## config.mk

```make
export PLATFORM = sky130hd
export DESIGN_NAME = whole_word_text_search
export DESIGN_NICKNAME = d
export VERILOG_FILES = /design/src/wws_pkg.sv /design/src/wws_decode.sv /design/src/wws_core.sv /design/src/wws_outq.sv /design/src/whole_word_text_search.sv
export SDC_FILE = /design/constraint.sdc
export NUM_CORES = 2
export LEC_CHECK = 0
export BUFFER_PORTS_ARGS = -buffer_cell sky130_fd_sc_hd__buf_2
export CAP_MARGIN = 20
export CORE_MARGIN = 2
export CORE_UTILIZATION = 50
export CTS_CLUSTER_DIAMETER = 80
export DETAILED_ROUTE_END_ITERATION = 8
export PLACE_DENSITY = 0.65
export SYNTH_ARGS = -nofsm -noshare
export SYNTH_HDL_FRONTEND = slang
export SYNTH_HIERARCHICAL = 1
export SYNTH_SLANG_ARGS = --single-unit
```

## constraint.sdc

```tcl
create_clock -name clk -period 12.1 [get_ports clk]
set_clock_uncertainty 0.1 [all_clocks]
set_input_delay 0.605 -clock clk [delete_from_list [all_inputs] [get_ports clk]]
set_output_delay 0.605 -clock clk [all_outputs]
set_load 0.05 [all_outputs]
```

## src/wws_pkg.sv

```systemverilog
`timescale 1ns / 1ps
package wws_pkg;

    localparam int PB      = 32;
    localparam int PW      = 5;
    localparam int MW      = 16;
    localparam int LEN_W   = 6;
    localparam int LINE_W  = 24;
    localparam int POS_W   = 16;
    localparam int IDX_W   = 17;
    localparam int CMD_W   = 64;
    localparam int CFG_W   = 3;

    localparam logic [LINE_W-1:0] LINE_MAX = {LINE_W{1'b1}};
    localparam logic [POS_W-1:0]  POS_MAX  = {POS_W{1'b1}};

    localparam logic [7:0] CH_STAR  = 8'h2a;
    localparam logic [7:0] CH_QUOTE = 8'h22;
    localparam logic [7:0] CH_SPACE = 8'h20;
    localparam logic [7:0] CH_NL    = 8'h0a;
    localparam logic [7:0] CH_NUL   = 8'h00;
    localparam logic [7:0] CASE_DIFF = 8'h20;

    typedef enum logic [CFG_W-1:0] {
        CFG_CMD0 = 3'd0,
        CFG_CMD1 = 3'd1,
        CFG_CMD2 = 3'd2,
        CFG_CMD3 = 3'd3,
        CFG_LEN  = 3'd4
    } cfg_idx_t;

    typedef enum logic [1:0] {
        MODE_SINGLE,
        MODE_PHRASE,
        MODE_SEVERAL,
        MODE_PAIR
    } mode_t;

    typedef enum logic [1:0] {
        KIND_OCC  = 2'd0,
        KIND_LINE = 2'd1,
        KIND_DONE = 2'd2
    } kind_t;

    typedef struct packed {
        mode_t                    mode;
        logic                     ok;
        logic [PB-1:0]            first;
        logic [PB-1:0]            body;
        logic [PB-1:0]            endm;
        logic [PB-1:0][PW-1:0]    widx;
        logic [MW-1:0]            allm;
        logic [PW-1:0]            e0;
        logic [PW-1:0]            e1;
        logic [LEN_W-1:0]         l0;
        logic [LEN_W-1:0]         l1;
        logic [PB-1:0][7:0]       lc;
    } dec_t;

    typedef struct packed {
        kind_t              kind;
        logic [LINE_W-1:0]  line;
        logic [POS_W-1:0]   idx;
        logic               last;
    } rec_t;

    typedef struct packed {
        logic       valid;
        logic [1:0] n;
        rec_t       r0;
        rec_t       r1;
    } push_t;

    function automatic logic [7:0] lower_of(input logic [7:0] x);
        lower_of = (x >= 8'h41 && x <= 8'h5a) ? x + CASE_DIFF : x;
    endfunction

endpackage

```

## src/wws_decode.sv

```systemverilog
`timescale 1ns / 1ps
module wws_decode
(
    input  logic                             clk,
    input  logic                             rst_n,
    input  logic                             cfg_we,
    input  logic [wws_pkg::CFG_W-1:0]        cfg_index,
    input  logic [wws_pkg::CMD_W-1:0]        cfg_data,
    output wws_pkg::dec_t                    dec
);

    logic [3:0][wws_pkg::CMD_W-1:0] cmd_reg;
    logic [wws_pkg::LEN_W-1:0]      len_reg;
    wws_pkg::dec_t                  dec_reg;
    wws_pkg::dec_t                  dec_next;

    always_ff @(posedge clk or negedge rst_n)
    begin
        if (!rst_n)
        begin
            cmd_reg <= '0;
            len_reg <= '0;
            dec_reg <= '0;
        end
        else
        begin
            dec_reg <= dec_next;
            if (cfg_we)
            begin
                case (cfg_index)
                    wws_pkg::CFG_CMD0: cmd_reg[0] <= cfg_data;
                    wws_pkg::CFG_CMD1: cmd_reg[1] <= cfg_data;
                    wws_pkg::CFG_CMD2: cmd_reg[2] <= cfg_data;
                    wws_pkg::CFG_CMD3: cmd_reg[3] <= cfg_data;
                    wws_pkg::CFG_LEN:  len_reg    <= cfg_data[wws_pkg::LEN_W-1:0];
                    default:           ;
                endcase
            end
        end
    end

    assign dec = dec_reg;

    logic [wws_pkg::PB-1:0][7:0]     cb;
    logic [wws_pkg::LEN_W-1:0]       len;
    logic [wws_pkg::PB-1:0]          inlen, is_sp, is_st;
    logic [wws_pkg::PW-1:0]          fpos;
    logic                            fstar, any_delim, adj_sp, last_sp;
    logic [wws_pkg::LEN_W-1:0]       sc, wcount, lenm1, fpos6;

    always_comb
    begin
        cb  = cmd_reg;
        len = (len_reg > wws_pkg::LEN_W'(wws_pkg::PB)) ? wws_pkg::LEN_W'(wws_pkg::PB) : len_reg;
        lenm1 = len - 6'd1;
        for (int p = 0; p < wws_pkg::PB; p++)
        begin
            inlen[p] = wws_pkg::LEN_W'(p) < len;
            is_sp[p] = inlen[p] && cb[p] == wws_pkg::CH_SPACE;
            is_st[p] = inlen[p] && cb[p] == wws_pkg::CH_STAR;
        end
        any_delim = |(is_sp | is_st);
        fpos  = '0;
        fstar = 1'b0;
        for (int p = wws_pkg::PB - 1; p >= 0; p--)
        begin
            if (is_sp[p] || is_st[p])
            begin
                fpos  = wws_pkg::PW'(p);
                fstar = is_st[p];
            end
        end
        fpos6 = {1'b0, fpos};
        adj_sp  = 1'b0;
        last_sp = 1'b0;
        for (int p = 0; p < wws_pkg::PB; p++)
        begin
            if (p < wws_pkg::PB - 1)
                adj_sp = adj_sp | (is_sp[p] & is_sp[p+1]);
            last_sp = last_sp | (is_sp[p] && wws_pkg::LEN_W'(p) == lenm1);
        end
        sc     = wws_pkg::LEN_W'($countones(is_sp));
        wcount = sc + 6'd1;

        dec_next = '0;
        for (int p = 0; p < wws_pkg::PB; p++)
            dec_next.lc[p] = wws_pkg::lower_of(cb[p]);

        if (len != '0 && cb[0] == wws_pkg::CH_QUOTE)
        begin
            dec_next.mode = wws_pkg::MODE_PHRASE;
            dec_next.ok   = len >= 6'd3;
            dec_next.first[1] = 1'b1;
            for (int p = 1; p < wws_pkg::PB; p++)
                dec_next.body[p] = wws_pkg::LEN_W'(p + 1) < len;
            dec_next.e0 = wws_pkg::PW'(len - 6'd2);
            dec_next.l0 = len - 6'd2;
        end
        else if (!any_delim)
        begin
            dec_next.mode = wws_pkg::MODE_SINGLE;
            dec_next.ok   = len != '0;
            dec_next.first[0] = 1'b1;
            dec_next.body = inlen;
            dec_next.e0 = wws_pkg::PW'(lenm1);
            dec_next.l0 = len;
        end
        else if (fstar)
        begin
            dec_next.mode = wws_pkg::MODE_PAIR;
            dec_next.ok   = fpos != '0 && fpos6 + 6'd2 <= len;
            dec_next.first[0] = 1'b1;
            for (int p = 0; p < wws_pkg::PB; p++)
            begin
                dec_next.body[p] = inlen[p] && wws_pkg::PW'(p) != fpos;
                if (wws_pkg::PW'(p) == fpos + 5'd1 && p != 0)
                    dec_next.first[p] = 1'b1;
            end
            dec_next.e0 = fpos - 5'd1;
            dec_next.e1 = wws_pkg::PW'(lenm1);
            dec_next.l0 = fpos6;
            dec_next.l1 = lenm1 - fpos6;
        end
        else
        begin
            dec_next.mode = wws_pkg::MODE_SEVERAL;
            dec_next.ok   = !is_sp[0] && !last_sp && !adj_sp && wcount <= 6'(wws_pkg::MW);
            dec_next.first[0] = 1'b1;
            for (int p = 0; p < wws_pkg::PB; p++)
            begin
                if (p > 0)
                    dec_next.first[p] = inlen[p] && is_sp[p-1];
                dec_next.body[p] = inlen[p] && !is_sp[p];
                dec_next.endm[p] = inlen[p] && !is_sp[p] &&
                    (wws_pkg::LEN_W'(p) == lenm1 || (p < wws_pkg::PB - 1 && is_sp[p+1]));
                dec_next.widx[p] = wws_pkg::PW'($countones(is_sp & ((32'd1 << p) - 32'd1)));
            end
            for (int w = 0; w < wws_pkg::MW; w++)
                dec_next.allm[w] = wws_pkg::LEN_W'(w) < wcount;
        end

        if (!dec_next.ok)
        begin
            dec_next.first = '0;
            dec_next.body  = '0;
            dec_next.endm  = '0;
        end
    end

endmodule

```

## src/wws_core.sv

```systemverilog
`timescale 1ns / 1ps
module wws_core
(
    input  logic            clk,
    input  logic            rst_n,
    input  logic            s_tvalid,
    output logic            s_tready,
    input  logic [7:0]      s_tdata,
    input  logic [0:0]      s_tuser,
    input  wws_pkg::dec_t   dec,
    input  logic            room,
    output wws_pkg::push_t  push
);

    logic                        s0_valid_reg, s0_valid_next;
    logic [7:0]                  byte_reg;
    logic                        eot_reg;

    logic [wws_pkg::PB-1:0]      mv_reg, mv_next;
    logic [wws_pkg::MW-1:0]      wf_reg, wf_next;
    logic [wws_pkg::LINE_W-1:0]  line_reg, line_next;
    logic [wws_pkg::POS_W-1:0]   pos_reg, pos_next;
    logic                        aws_reg, aws_next;
    logic                        lv_reg, lv_next, rv_reg, rv_next;
    logic [wws_pkg::IDX_W-1:0]   fl_reg, fl_next, lr_reg, lr_next;

    logic                        fire, delim, is_nl, hit0, hit1, occ, close_hit, line_hit;
    logic [wws_pkg::LINE_W-1:0]  line_now;
    logic [wws_pkg::POS_W-1:0]   start0, start1;
    logic [wws_pkg::MW-1:0]      found, wf_u;
    logic                        lv_u, rv_u;
    logic [wws_pkg::IDX_W-1:0]   fl_u, lr_u;
    logic [wws_pkg::PB-1:0]      eq, shifted;
    logic [7:0]                  lc_in;
    wws_pkg::rec_t               rec_occ, rec_line, rec_done;

    assign fire          = s0_valid_reg && room;
    assign s_tready      = !s0_valid_reg || fire;
    assign s0_valid_next = s_tready ? s_tvalid : s0_valid_reg;

    always_ff @(posedge clk or negedge rst_n)
    begin
        if (!rst_n)
            s0_valid_reg <= 1'b0;
        else
            s0_valid_reg <= s0_valid_next;
    end

    always_ff @(posedge clk)
    begin
        if (s_tready && s_tvalid)
        begin
            byte_reg <= s_tdata;
            eot_reg  <= s_tuser[0];
        end
    end

    always_comb
    begin
        is_nl = !eot_reg && byte_reg == wws_pkg::CH_NL;
        delim = eot_reg || byte_reg == wws_pkg::CH_SPACE || byte_reg == wws_pkg::CH_NL ||
                byte_reg == wws_pkg::CH_NUL;
        line_now = (line_reg == wws_pkg::LINE_MAX) ? wws_pkg::LINE_MAX : line_reg + 24'd1;
        hit0 = dec.ok && delim && mv_reg[dec.e0];
        hit1 = dec.ok && delim && mv_reg[dec.e1];
        start0 = (pos_reg >= {10'd0, dec.l0}) ? pos_reg - {10'd0, dec.l0} : '0;
        start1 = (pos_reg >= {10'd0, dec.l1}) ? pos_reg - {10'd0, dec.l1} : '0;

        occ = hit0 && (dec.mode == wws_pkg::MODE_SINGLE || dec.mode == wws_pkg::MODE_PHRASE);

        found = '0;
        for (int w = 0; w < wws_pkg::MW; w++)
            for (int p = 0; p < wws_pkg::PB; p++)
                found[w] = found[w] |
                    (mv_reg[p] && dec.endm[p] && dec.widx[p] == wws_pkg::PW'(w));
        wf_u = wf_reg;
        if (dec.ok && delim && dec.mode == wws_pkg::MODE_SEVERAL)
            wf_u = wf_reg | found;

        lv_u = lv_reg;
        fl_u = fl_reg;
        rv_u = rv_reg;
        lr_u = lr_reg;
        if (dec.mode == wws_pkg::MODE_PAIR)
        begin
            if (hit0 && !lv_reg)
            begin
                lv_u = 1'b1;
                fl_u = {1'b0, start0};
            end
            if (hit1)
            begin
                rv_u = 1'b1;
                lr_u = {1'b0, start1};
            end
        end

        close_hit = 1'b0;
        if (dec.ok && dec.mode == wws_pkg::MODE_SEVERAL)
            close_hit = (wf_u & dec.allm) == dec.allm;
        else if (dec.ok && dec.mode == wws_pkg::MODE_PAIR)
            close_hit = lv_u && rv_u && (fl_u + {11'd0, dec.l0} + 17'd1 != lr_u) && fl_u < lr_u;
        line_hit = close_hit && (eot_reg || is_nl);

        rec_occ  = '{kind: wws_pkg::KIND_OCC, line: line_now, idx: start0, last: !eot_reg};
        rec_line = '{kind: wws_pkg::KIND_LINE, line: line_now, idx: '0, last: !eot_reg};
        rec_done = '{kind: wws_pkg::KIND_DONE, line: '0, idx: '0, last: 1'b1};

        push.valid = fire;
        push.r1    = rec_done;
        if (occ)
        begin
            push.r0 = rec_occ;
            push.n  = eot_reg ? 2'd2 : 2'd1;
        end
        else if (line_hit)
        begin
            push.r0 = rec_line;
            push.n  = eot_reg ? 2'd2 : 2'd1;
        end
        else
        begin
            push.r0 = rec_done;
            push.n  = eot_reg ? 2'd1 : 2'd0;
        end

        lc_in = wws_pkg::lower_of(byte_reg);
        for (int p = 0; p < wws_pkg::PB; p++)
            eq[p] = dec.lc[p] == lc_in;
        shifted = (mv_reg << 1) & ~dec.first;
        if (aws_reg)
            shifted = shifted | dec.first;

        mv_next   = mv_reg;
        wf_next   = wf_reg;
        line_next = line_reg;
        pos_next  = pos_reg;
        aws_next  = aws_reg;
        lv_next   = lv_reg;
        fl_next   = fl_reg;
        rv_next   = rv_reg;
        lr_next   = lr_reg;
        if (fire)
        begin
            if (eot_reg || is_nl)
            begin
                line_next = eot_reg ? '0 : line_now;
                mv_next   = '0;
                wf_next   = '0;
                pos_next  = '0;
                aws_next  = 1'b1;
                lv_next   = 1'b0;
                fl_next   = '0;
                rv_next   = 1'b0;
                lr_next   = '0;
            end
            else
            begin
                mv_next  = shifted & dec.body & eq;
                wf_next  = wf_u;
                pos_next = (pos_reg == wws_pkg::POS_MAX) ? pos_reg : pos_reg + 16'd1;
                aws_next = byte_reg == wws_pkg::CH_SPACE;
                lv_next  = lv_u;
                fl_next  = fl_u;
                rv_next  = rv_u;
                lr_next  = lr_u;
            end
        end
    end

    always_ff @(posedge clk or negedge rst_n)
    begin
        if (!rst_n)
        begin
            mv_reg   <= '0;
            wf_reg   <= '0;
            line_reg <= '0;
            pos_reg  <= '0;
            aws_reg  <= 1'b1;
            lv_reg   <= 1'b0;
            fl_reg   <= '0;
            rv_reg   <= 1'b0;
            lr_reg   <= '0;
        end
        else
        begin
            mv_reg   <= mv_next;
            wf_reg   <= wf_next;
            line_reg <= line_next;
            pos_reg  <= pos_next;
            aws_reg  <= aws_next;
            lv_reg   <= lv_next;
            fl_reg   <= fl_next;
            rv_reg   <= rv_next;
            lr_reg   <= lr_next;
        end
    end

endmodule

```

## src/wws_outq.sv

```systemverilog
`timescale 1ns / 1ps
module wws_outq
(
    input  logic            clk,
    input  logic            rst_n,
    input  wws_pkg::push_t  push,
    output logic            room,
    output logic            m_tvalid,
    input  logic            m_tready,
    output logic [39:0]     m_tdata,
    output logic [1:0]      m_tuser,
    output logic            m_tlast
);

    wws_pkg::rec_t q0_reg, q0_next, q1_reg, q1_next;
    logic [1:0]    cnt_reg, cnt_next;
    logic          pop;

    assign m_tvalid = cnt_reg != 2'd0;
    assign pop      = m_tvalid && m_tready;
    // a push only lands on a queue that is empty after this cycle's pop
    assign room     = cnt_reg == 2'd0 || (cnt_reg == 2'd1 && pop);

    always_comb
    begin
        q0_next  = q0_reg;
        q1_next  = q1_reg;
        cnt_next = cnt_reg;
        if (push.valid)
        begin
            q0_next  = push.r0;
            q1_next  = push.r1;
            cnt_next = push.n;
        end
        else if (pop)
        begin
            q0_next  = q1_reg;
            cnt_next = cnt_reg - 2'd1;
        end
    end

    always_ff @(posedge clk or negedge rst_n)
    begin
        if (!rst_n)
            cnt_reg <= '0;
        else
            cnt_reg <= cnt_next;
    end

    always_ff @(posedge clk)
    begin
        q0_reg <= q0_next;
        q1_reg <= q1_next;
    end

    assign m_tdata = {q0_reg.idx, q0_reg.line};
    assign m_tuser = q0_reg.kind;
    assign m_tlast = q0_reg.last;

endmodule

```

## src/whole_word_text_search.sv

```systemverilog
`timescale 1ns / 1ps
// An input beat is first registered, then its records are written into the
// result queue. Throughput: one beat per cycle while the output is ready;
// an item with two results holds the input while the two-entry queue drains.
// Command decode is registered from the config-written command registers.
// Reset (rst_n low, async) clears config, line state and the result queue.
module whole_word_text_search
(
    input  logic          clk,
    input  logic          rst_n,
    input  logic          s_tvalid,
    output logic          s_tready,
    input  logic [7:0]    s_tdata,   // [7:0] text_byte
    input  logic [0:0]    s_tuser,   // [0] end_of_text
    output logic          m_tvalid,
    input  logic          m_tready,
    output logic [39:0]   m_tdata,   // [23:0] line_number, [39:24] char_index
    output logic [1:0]    m_tuser,   // [1:0] record_kind
    output logic          m_tlast,
    input  logic          cfg_we,
    input  logic [2:0]    cfg_index,
    input  logic [63:0]   cfg_data
);

    wws_pkg::dec_t  dec;
    wws_pkg::push_t push;
    logic           room;

    wws_decode u_decode
    (
        .clk       (clk),
        .rst_n     (rst_n),
        .cfg_we    (cfg_we),
        .cfg_index (cfg_index),
        .cfg_data  (cfg_data),
        .dec       (dec)
    );

    wws_core u_core
    (
        .clk      (clk),
        .rst_n    (rst_n),
        .s_tvalid (s_tvalid),
        .s_tready (s_tready),
        .s_tdata  (s_tdata),
        .s_tuser  (s_tuser),
        .dec      (dec),
        .room     (room),
        .push     (push)
    );

    wws_outq u_outq
    (
        .clk      (clk),
        .rst_n    (rst_n),
        .push     (push),
        .room     (room),
        .m_tvalid (m_tvalid),
        .m_tready (m_tready),
        .m_tdata  (m_tdata),
        .m_tuser  (m_tuser),
        .m_tlast  (m_tlast)
    );

endmodule

```

* Yosys cells after proc, flatten, opt, wreduce, memory -nomap -nowiden
Cells that the tools add are included.
Operators by class: add/subtract/negate cells 127, order comparisons 124, equality and inequality tests 685, mux-type cells 188, bitwise operators 596, reduce and logical (&&, ||, !) cells 978
Operator list (count):
- 5-bit by 4-bit equality test with 1-bit output (second input constant) | 256
- 1-bit logical AND | 822
- 5-bit by 3-bit equality test with 1-bit output (second input constant) | 128
- 1-bit bitwise OR | 557
- 8-bit by 6-bit equality test with 1-bit output (second input constant) | 66
- 208-bit 2-to-1 mux | 2
- 5-bit by 2-bit equality test with 1-bit output (second input constant) | 64
- 8-bit by 6-bit adder with 8-bit output (second input constant) | 33
- 8-bit by 7-bit >= comparator with 1-bit output (second input constant) | 33
- 8-bit by 7-bit less-or-equal comparator with 1-bit output (second input constant) | 33
- 8-bit 2-to-1 mux | 33
- 8-bit equality test | 32
- 209-bit 2-to-1 mux | 1
- 5-bit 2-to-1 mux | 36
- 5-bit adder | 32
- 5-bit by 1-bit equality test with 1-bit output (second input constant) | 32
- 5-bit logical NOT | 32
- 17-bit 2-to-1 mux | 6
- 32-bit bitwise AND | 3
- 5-bit by 6-bit equality test with 1-bit output (first input constant) | 16
- 4-bit by 6-bit less-than comparator with 1-bit output (first input constant) | 16
- 5-bit by 6-bit less-than comparator with 1-bit output (first input constant) | 16
- 16-bit 2-to-1 mux | 6
- 96-bit 2-to-1 mux | 1
- other kinds (88) | 442
Word-level totals: register bits after elaboration 995, input bits 81, word-level logic and storage cells 2794

* Longest topological paths before layout
depth in word-level cells 44, depth in mapped cells 38

* By module
The synthesis kept the hierarchy.
Modules (own cells, without submodules):
- wws_decode | times used 1, cells an instance 3227, area an instance 38021.5 µm², sequential area each 19894.1 µm²
- wws_core | times used 1, cells an instance 2584, area an instance 19199.7 µm², sequential area each 3424.5 µm²
- wws_outq | times used 1, cells an instance 152, area an instance 3266.9 µm², sequential area each 2632.5 µm²

* Worst setup path before layout
No wires, ideal clock.
path kind register -> register, start register u_decode/len_reg[5] (netlist bit), end register u_decode.dec_reg, in the netlist u_decode/dec[511], library setup time 107 ps, arrival 9905 ps, data required time 11893 ps, path slack 1989 ps, cell stages (with the launch flop) 35, buffers on the path 7, cell sequence dfrtp_1 buf_2 buf_6 buf_2 buf_2 buf_1 nor2b_1 inv_1 ha_1 clkbuf_1 nor3b_1 a211oi_1 ha_1 fa_1 ha_1 fa_1 xor2_1 inv_1 fa_1 inv_1 fa_1 xor2_1 ha_1 ha_1 ha_1 xor2_1 or3_1 a2bb2oi_1 nand4_1 nor4_1 nand3_1 mux2i_4 o21ai_2 buf_4 a2111oi_4
RTL lines:
- from (decl) | line wws_decode.sv:13 | logic [wws_pkg::LEN_W-1:0] len_reg;
- from (signal assigned) | line wws_decode.sv:35 | wws_pkg::CFG_LEN: len_reg <= cfg_data[wws_pkg::LEN_W-1:0];
- to (signal assigned) | line wws_decode.sv:27 | dec_reg <= dec_next;
- to (decl) | line wws_decode.sv:14 | wws_pkg::dec_t dec_reg;

==> flow_summary.ini <==
[status]
status = finished, final reports clean

[min_path]
hold_class = input port to register
hp-start = cfg_data[52]

[die]
io_pins = 126
start_util_pct = 50.4
dieArea_um2 = 124000
coreArea_um2 = 120000
die_height_um = 352
fp.dieW_um = 352
fp-row-count = 127

[global_routing]
grt_overflow = 0
antenna_found_initial = 23
grt.total_usage_pct = 43.2
grt_max_degree = 185
first_global_vias = 49400
grt_pass1_wl_mm = 375

[sta]
finalSetupTns_ns = 0
fin_hold_ws_ns = 0.0286
finalCriticalPeriod_ns = 11.30
hold_viol_final = 0
setup_viol = 0
max_freq_ghz = 0.0885
fin_crit_sh_pct = 93.4
drv_slew = 0
grt_setup_unrepaired = no
slew_headroom_pct = 6.29
worst_slew_pin_slew_ns = 1.40

[synth]
yosys-top-cells-area = dfrtp_1, mux2_2, edfxtp_1
yosysTopAreaCellShare_pct = 38.1
async_reset_ff_share_pct = 90.7
synth_area_um2 = 60500
synth.distinct_cells = 124
synthFlopType = dfrtp_1
yosys.area.top_type = dfrtp_1
synthTopCellsByCount = dfrtp_1, nor2_1, nand2_1
yosys_register_bits = 1018
post-synth-top-count-cell = dfrtp_1
synthCells = 5963
synth_edf_count = 95
yosysSeqAreaShare_pct = 42.9
yosysWarnings = 6
syn_area_per_cell_um2 = 10.1

[routing]
wl_met3_mm = 24.3
post_drt_wl_per_cell_um = 34.5
top_layer = met5
met2_length_mm = 119
route.detailed.drc = 0
wirelength_mm = 269
viasPerCell = 6.64
wl_met1_mm = 101
drt_iter0_markers = 6406
first_pass_iters = 9
vias = 51900
drtAntennaViolNets = 0

[power_and_ir_drop]
comb_power_share_pct = 36.0
power_density_nw_per_um2 = 195
p_sw_w = 0.00532
p_leak_nw = 28.9
seqPwrFrac_pct = 36.5
internal-power_w = 0.00780
clockPowerShare_pct = 27.5
peakVddDrop_mv = 0.223
switching_share_pct = 40.6

[critical_path]
path_common_cell = ha_1
critical_path.endpoint_type = register
critical-path-top-delay-family = adder cells
crit_start = u_decode/len_reg[1]
cp.arrival_ns = 11.79
cp.depth = 31
reg2reg_depth = 31
rr_endpoint = u_decode/dec[470]
required_ns = 12.59
cp-endpoint = u_decode/dec[470]
worst_path_largest_cell_delay_ns = 0.69
critical_path.max_fanout = 17
r2r_slack_ns = 0.80
crit-reg2reg-launch = u_decode/len_reg[1]
slowest_stage = dfrtp_1
crit_type = register to register
startpoint_type = register
crit_buf_inv = 6

[layout]
multi_input_area_um2 = 32300
fin_nets = 6470
seq_area_um2 = 26000
largest_reg_flops = 533
layout-drive-gt1-share_pct = 16.4
area_growth_pct = 11.2
fillers = 10300
fin_cells = 7811

[placement]
dp_cells = 7576
hpwl_mm = 206
port_buffers = 125
gp_congestion = 1.16

[flow_run]
cap_violations = 0

[clock_network]
clock_latency_ns = 0.79
path_clk_slew_ns = 0.07
cts_buffer_depth = 3
clock-sinks = 1018
cts_buffers = 108
tritoncts = built
h-tree-depth = 3
cts-root-buf = clkbuf_16
## power by group through the flow
| stage | clock [W] | combinational [W] | sequential [W] |
|---|---|---|---|
| floorplan | 0 | 0.00291 | 0.00484 |
| global placement | 0 | 0.00450 | 0.00479 |
| detailed placement | 0 | 0.00455 | 0.00482 |
| CTS | 0.00364 | 0.00458 | 0.00477 |
| global route | 0.00377 | 0.00495 | 0.00486 |
| finish | 0.00361 | 0.00472 | 0.00479 |
## cell usage in the layout, fill, tap and decap left out, types with 78 or more instances in the layout
cell         n
clkbuf_16  110
o21ai_0    178
nand3_1    153
ha_1       214
nor4_1     104
inv_1      246
buf_2      126
buf_4      155
edfxtp_1    95
dfrtp_1    921
a21o_1      78
nand2_1    382
xnor2_1    201
a21oi_1    291
nor3_1     187
fa_1        79
nor2_1     439
and3_1     101
nand4_1    141
mux2_2     334
xor2_1     211
## how the worst min path moves through the flow
stage / to / slack [ns] / depth (start not counted)
after floorplan: u_core/fl_reg[0] / 0.21 / 0
after global placement: u_decode/dec[200] / 0.29 / 0
after detailed placement: u_decode/dec[116] / 0.30 / 0
after CTS: u_decode/cb[9] / 0.0003 / 2
after global routing: u_decode/cb[49] / 0.02 / 2
final: u_decode/cb[244] / 0.03 / 2
## layer usage
metal	vias up	GRT usage, %
met2	3082	66.4
met4	28	32.3
met5	-	0.549
li1	21900	-
met3	890	10.1
met1	26000	53.1
## layout make-up
| cell class | instances | area share, % |
|---|---|---|
| diodes | 7 | 0.0260 |
| repair buffers | 305 | 3.10 |
| well taps | 1612 | 3.00 |
| inverters | 254 | 1.42 |
| clock buffers | 147 | 4.62 |
| clock inverters | 59 | 1.20 |
| multi-input cells | 4409 | 48.1 |
| flip-flops and latches | 1018 | 38.6 |
## per-stage QoR
stage / power, W / setup WS, ns / cell area, um^2 / util [%]
floorplan: 0.00775 / 1.99 / 60700 / -
global placement: 0.00929 / 1.48 / 63100 / 52.6
detailed placement: 0.00938 / 1.13 / 63100 / 52.6
CTS: 0.0130 / 1.07 / 67200 / 56.0
global route: 0.0136 / 0.243 / 67300 / 56.1
finish: 0.0131 / 0.798 / 67300 / 56.1
## cells by family after synthesis
family,count (synthesis),synth area share (%)
adder cells (fa/ha/maj),293,7.04
buffers and inverters,596,4.35
AO/OA/AOI/OAI,1096,12.6
XOR/XNOR,416,6.07
AND/OR/NAND/NOR,2145,19.6
other,3,0.0186
flip-flops,1018,42.9
multiplexers,396,7.39
## what timing repair did
action,4_1_cts,5_1_grt
endpoints found under the hold margin,106,0
hold buffers,14,0
resized for setup,0,0
setup buffers,0,0
Note: power is estimated with default switching activity, not from simulation.
